$ cat config.mk
export PLATFORM = sky130hd
export DESIGN_NAME = r8oc_div_stage
export DESIGN_NICKNAME = d
export VERILOG_FILES = /design/src/hw/rtl/r8oc_pkg.sv /design/src/hw/rtl/r8oc_div_stage.sv
export VERILOG_INCLUDE_DIRS = /design/src /design/src/hw/rtl
export SDC_FILE = /design/constraint.sdc
export NUM_CORES = 1
export LEC_CHECK = 0
export BUFFER_PORTS_ARGS = -buffer_cell sky130_fd_sc_hd__buf_2
export CORE_MARGIN = 4
export CORE_UTILIZATION = 50
export CTS_BUF_LIST = sky130_fd_sc_hd__clkbuf_8
export DETAILED_ROUTE_END_ITERATION = 12
export PLACE_DENSITY = 0.84
export SLEW_MARGIN = 20
export SYNTH_ARGS = -nofsm -noshare
export SYNTH_HDL_FRONTEND = slang
export SYNTH_SLANG_ARGS = --single-unit
$ cat constraint.sdc
create_clock -name clk -period 6.04 [get_ports clk]
set_clock_uncertainty 0.05 [all_clocks]
set_input_delay 1.208 -clock clk [delete_from_list [all_inputs] [get_ports clk]]
set_output_delay 1.208 -clock clk [all_outputs]
set_load 0.01 [all_outputs]
$ cat src/hw/rtl/rgba8_over_compositor_macros.svh
// Assertion macros shared by the compositor RTL.
// Needs clk and rst_n in the scope where a macro is used.
`ifndef RGBA8_OVER_COMPOSITOR_MACROS_SVH
`define RGBA8_OVER_COMPOSITOR_MACROS_SVH

`ifndef SYNTHESIS
`define R8OC_ASSERT_IMP(lbl, ante, cons) \
  lbl: assert property (@(posedge clk) disable iff (!rst_n) (ante) |-> (cons)) \
    else $error("r8oc: same-cycle check failed");
`define R8OC_ASSERT_NXT(lbl, ante, cons) \
  lbl: assert property (@(posedge clk) disable iff (!rst_n) (ante) |=> (cons)) \
    else $error("r8oc: next-cycle check failed");
`else
`define R8OC_ASSERT_IMP(lbl, ante, cons)
`define R8OC_ASSERT_NXT(lbl, ante, cons)
`endif

`endif

$ cat src/hw/rtl/r8oc_pkg.sv
// Constants and types for the RGBA8 over compositor.
// No dependencies; used by the interfaces and every module.
package r8oc_pkg;

  localparam int CH_W        = 8;
  localparam int CH_MAX      = 255;
  localparam int ALPHA_ROUND = 127;
  localparam int NUM_COL     = 3;
  localparam int NUM_LANES   = NUM_COL + 1;   // three colours, then alpha
  localparam int ALPHA_LANE  = NUM_COL;
  localparam int PROD_W      = 2 * CH_W;      // one channel times one alpha
  localparam int W_W         = PROD_W + 1;    // weight, up to 65025
  localparam int DVD_W       = 3 * CH_W;      // colour dividend, up to 255*W + W/2
  localparam int Q_W         = CH_W;
  localparam int STEP_BITS   = 2;             // quotient bits resolved per divider stage
  localparam int DIV_STAGES  = Q_W / STEP_BITS;

  typedef struct packed {
    logic [DVD_W-1:0] rem;
    logic [W_W-1:0]   dsr;
    logic [Q_W-1:0]   q;
  } r8oc_lane_t;

  typedef struct packed {
    r8oc_lane_t [NUM_LANES-1:0] lane;
    logic                       zero;
  } r8oc_div_t;

endpackage

$ cat src/hw/rtl/r8oc_div_stage.sv
// One stage of the restoring divider: resolves STEP_BITS quotient bits per lane.
// Depends on r8oc_pkg and the assertion macros.
`include "rgba8_over_compositor_macros.svh"

module r8oc_div_stage
  import r8oc_pkg::*;
#(
  parameter int STAGE = 0
) (
  input  logic      clk,
  input  logic      rst_n,
  input  logic      valid_i,
  output logic      ready_o,
  input  r8oc_div_t data_i,
  output logic      valid_o,
  input  logic      ready_i,
  output r8oc_div_t data_o
);

  localparam int TOP_BIT  = Q_W - 1 - STAGE * STEP_BITS;
  localparam int LAST_BIT = TOP_BIT - STEP_BITS + 1;

  logic      v_r;
  r8oc_div_t d_r;
  r8oc_div_t d_nxt;

  assign ready_o = !v_r || ready_i;
  assign valid_o = v_r;
  assign data_o  = d_r;

  always_comb begin
    logic [DVD_W-1:0] trial;
    d_nxt = data_i;
    for (int l = 0; l < NUM_LANES; l++) begin
      for (int j = 0; j < STEP_BITS; j++) begin
        trial = DVD_W'(data_i.lane[l].dsr) << (TOP_BIT - j);
        // zero weight: leave the quotient clear
        if (!data_i.zero && d_nxt.lane[l].rem >= trial) begin
          d_nxt.lane[l].rem           = d_nxt.lane[l].rem - trial;
          d_nxt.lane[l].q[TOP_BIT - j] = 1'b1;
        end
      end
    end
  end

  always_ff @(posedge clk) begin
    if (!rst_n) begin
      v_r <= 1'b0;
    end else if (ready_o) begin
      v_r <= valid_i;
    end
  end

  always_ff @(posedge clk) begin
    if (ready_o && valid_i) begin
      d_r <= d_nxt;
    end
  end

  `R8OC_ASSERT_IMP(a_rem_bound_colour, v_r && !d_r.zero, d_r.lane[0].rem < (DVD_W'(d_r.lane[0].dsr) << LAST_BIT))
  `R8OC_ASSERT_IMP(a_rem_bound_alpha, v_r && !d_r.zero, d_r.lane[ALPHA_LANE].rem < (DVD_W'(d_r.lane[ALPHA_LANE].dsr) << LAST_BIT))
  `R8OC_ASSERT_NXT(a_stall_holds_quotient, v_r && !ready_i, v_r && $stable(d_r.lane[0].q) && $stable(d_r.lane[ALPHA_LANE].q))

endmodule

==> summary.md <==
| Metric | Value |
|---|---|
| Seq/Total Area, Yosys | `41.99%` |
| Share of the synthesized area in the top cell type | `roughly two fifths` |
| Top cells by area, synth | `edfxtp_1 (42%), ha_1 (12%), mux2_2 (5.5%)` |
| Setup CP Type | `in2reg` |
| DRC viols | `0` |
| WL per Instance | `about 18 um` |
| Post-Synth Adder-Cell Area | `around an eighth` |
| Post-Synth XOR/XNOR Area | `around 6.6%` |
| Proportion of synthesized area in mux cells | `under 10%` |
| Num CTS Buffers | `17` |
| Placed Instances | `2196` |
| Mean Syn Cell Area | `between 10 and 15 sq um` |
| Post-synth cell types | `about 70` |
| Most common cell in the netlist | `edfxtp_1` |
| Worst Path Arrival | `between 5000 and 6000 ps` |
| Clk buf depth | `2` |
| Largest family of logic cells by synthesized area | `compound AO/OA/AOI/OAI gates` |
| Final Non-Filler Cells | `~2200` |
| Initial DRC Count | `830` |
| Power per cell area | `roughly 240 mW/mm^2` |
| Syn Std Cell Area | `around 0.014 sq mm` |
| Worst IR Drop VDD | `~120 uV` |
| Crit path launch type | `input pin` |
| Vias in the first global route | `between 10000 and 15000` |
| Register area | `between 0.005 and 0.006 sq mm` |
| P&R area growth vs syn | `24.23%` |
| Pre-antenna DRT Iters | `5` |
| IO Pins | `400` |
| Largest net degree at the start of global routing | `99` |
| Layout fillers | `roughly 2200` |
| Setup Buffers After CTS | `0` |
| Worst-path clk slew | `roughly 110 ps` |
| Fraction of registers with async set/reset | `0%` |
| FP Rows | `61` |
| Die X | `approximately 180 um` |
| Max-slew headroom | `a little over 50%` |
| Layout cell share with drive strength beyond 1 | `approximately a third` |
| EDFF count, synth | `around 200` |
| Initial antenna violation count | `2` |
| CP endpoint kind | `register` |
| Total Wirelength | `a little over 40000 um` |
| Synth Flop Type | `edfxtp_1` |
| DIE HEIGHT | `between 150 and 200 um` |
| Area of the multi-input gates | `0.007685 sq mm` |
| IO buf count | `about 400` |
| Post-CTS Resized | `0` |
| Starting Density | `50.74%` |
| Compound-gate portion of the synthesized area | `17.37%` |
| Max Cap Violations | `0` |
| DP HPWL | `33130 um` |
| Hold Path Class | `reg2reg` |
| Number of hold buffers added after CTS | `0` |
| Fmax | `between 150 and 200 MHz` |
| Simple logic cell fraction of the synthesized area | `about a tenth` |
| Slew Limit Fails | `0` |
| Final design utilization | `between 60 and 70%` |
| Endpoints failing setup | `0` |
| Final period util | `a little over nine tenths` |
| Top cells by count, synth | `edfxtp_1 (197), ha_1 (136), a21oi_1 (118), inv_1 (110), nand2_1 (93)` |
| Syn nets | `between 1500 and 2000` |
| P_leak | `between 7 and 8 nW` |
| Final Critical Period | `a little under 6000 ps` |
| Root buf cell | `clkbuf_8` |
| TNS Setup | `0 ps` |
| Full die area | `0.03103 sq mm` |
| Critical-path maximum fanout | `18` |
| Gr ovfl total | `0` |
| CTS tree | `built` |
| Core area | `about 0.028 sq mm` |
| H-Tree Level Count | `4` |
| First-pass GRT wire length | `around 62000 um` |
| Yosys reg bits | `around 200` |
| WP data required | `6210 ps` |
| Worst slew pin tran | `around 740 ps` |
| Cell count after synthesis | `roughly 1400` |
| Status | `completed` |
| Synth warn | `0` |
| Number of vias per cell | `5.609` |
| GRT Util Overall | `25.02%` |
| Final GP Congestion | `roughly 0.94` |
| Clock Latency Late Sink | `460 ps` |
| Area leader, netlist | `edfxtp_1` |
| RSZ-0062 raised after global routing | `no` |
| Num Clock Sinks | `198` |
| Fin nets | `~2200` |
| Routed Antenna Nets | `0` |
| Total power | `4.256 mW` |
| Routed vias | `12510` |
| Final hold vios | `0` |
[path summary, 6_finish.rpt]
check,startpoint,endpoint,slack [ps],cells after the start
worst min register to register,valid_o$_SDFFE_PN0N_,valid_o$_SDFFE_PN0N_,520,2
worst max-delay path,data_i[108],data_o[142]$_DFFE_PP_,220,22
worst min-delay path,valid_o$_SDFFE_PN0N_,valid_o$_SDFFE_PN0N_,520,2
worst max register to register,valid_o$_SDFFE_PN0N_,data_o[16]$_DFFE_PP_,3860,3
[metal layers]
metal / global-route usage [%] / share of wire (%)
met5: 0 / 0
met4: 8.285 / 2.5
met3: 3.169 / 6.7
met2: 42.64 / 48
met1: 33.22 / 43
[cells in the final DEF (no fill, tap or decap), drive strengths merged, types with 4 or more instances in the layout]
master / count
mux2i: 9
nor3: 21
nor2: 85
a21oi: 122
a41oi: 6
clkinv: 7
nand2b: 18
inv: 116
clkbuf: 17
nand4: 18
o211ai: 6
and4: 5
or4: 4
o31a: 6
edfxtp: 197
or2: 8
ha: 136
a211o: 4
o21a: 17
a21boi: 4
a21o: 43
xor2: 31
a31oi: 17
o31ai: 11
o21bai: 17
xnor2: 75
fa: 8
and2: 5
buf: 482
nand2: 93
nor2b: 13
o21ai: 93
a211oi: 21
nor4: 6
nand3: 19
mux2: 79
[per-stage QoR]
| stage | worst slack, ps | instance area (sq um) | hold slack [ps] |
|---|---|---|---|
| after floorplan | 24.51 | 14140 | 559.4 |
| after global placement | 100.1 | 17200 | 464.5 |
| after detailed placement | -69.96 | 17200 | 490.0 |
| after CTS | 351.7 | 17560 | 513.1 |
| after global routing | 47.00 | 17560 | 565.3 |
| final | 219.9 | 17560 | 515.6 |
[flip-flops by register name, summed over array words and instances (netlist names)]
register	flops
valid_o	1
data_o	197
[cell type report]
| class | count | area share (%) |
|---|---|---|
| inverters | 110 | 2.351 |
| multi-input cells | 1028 | 43.76 |
| flip-flops and latches | 198 | 33.80 |
| repair buffers | 482 | 15.35 |
| well taps | 378 | 2.693 |
| clock buffers | 17 | 1.332 |
| diodes | 2 | 0.02850 |
| clock inverters | 15 | 0.6840 |
[critical path, cell delays in order]
cell and delay (ps):
buf_2 90, inv_1 50, ha_1 300, nor2b_1 150
o31a_1 280, o31ai_1 290, nand4_1 140, a21boi_0 220
o22a_1 240, buf_4 190, mux2_2 350, ha_1 370
and3_1 230, o21ai_0 80, o21ai_0 250, a21oi_1 140
o21a_1 180, o21ai_0 280, a31oi_1 220, a31oi_4 200
buf_12 190, mux2_2 350
[kinds of logic (layout without fill, tap and decap cells)]
kind of cell / after synthesis / in the layout
flip-flops: 198 / 198
AO/OA/AOI/OAI: 387 / 387
XOR/XNOR: 106 / 106
adder cells (fa/ha/maj): 144 / 144
buffers and inverters: 131 / 624
multiplexers: 88 / 88
other: 0 / 2
AND/OR/NAND/NOR: 303 / 303
[where the power goes]
part / switching [mW] / internal, mW / total [mW]
Combinational: 0.919 / 0.783 / 1.70
Clock: 0.539 / 0.295 / 0.835
Sequential: 0.0333 / 1.69 / 1.72
Power figures use the tool's default switching activity.
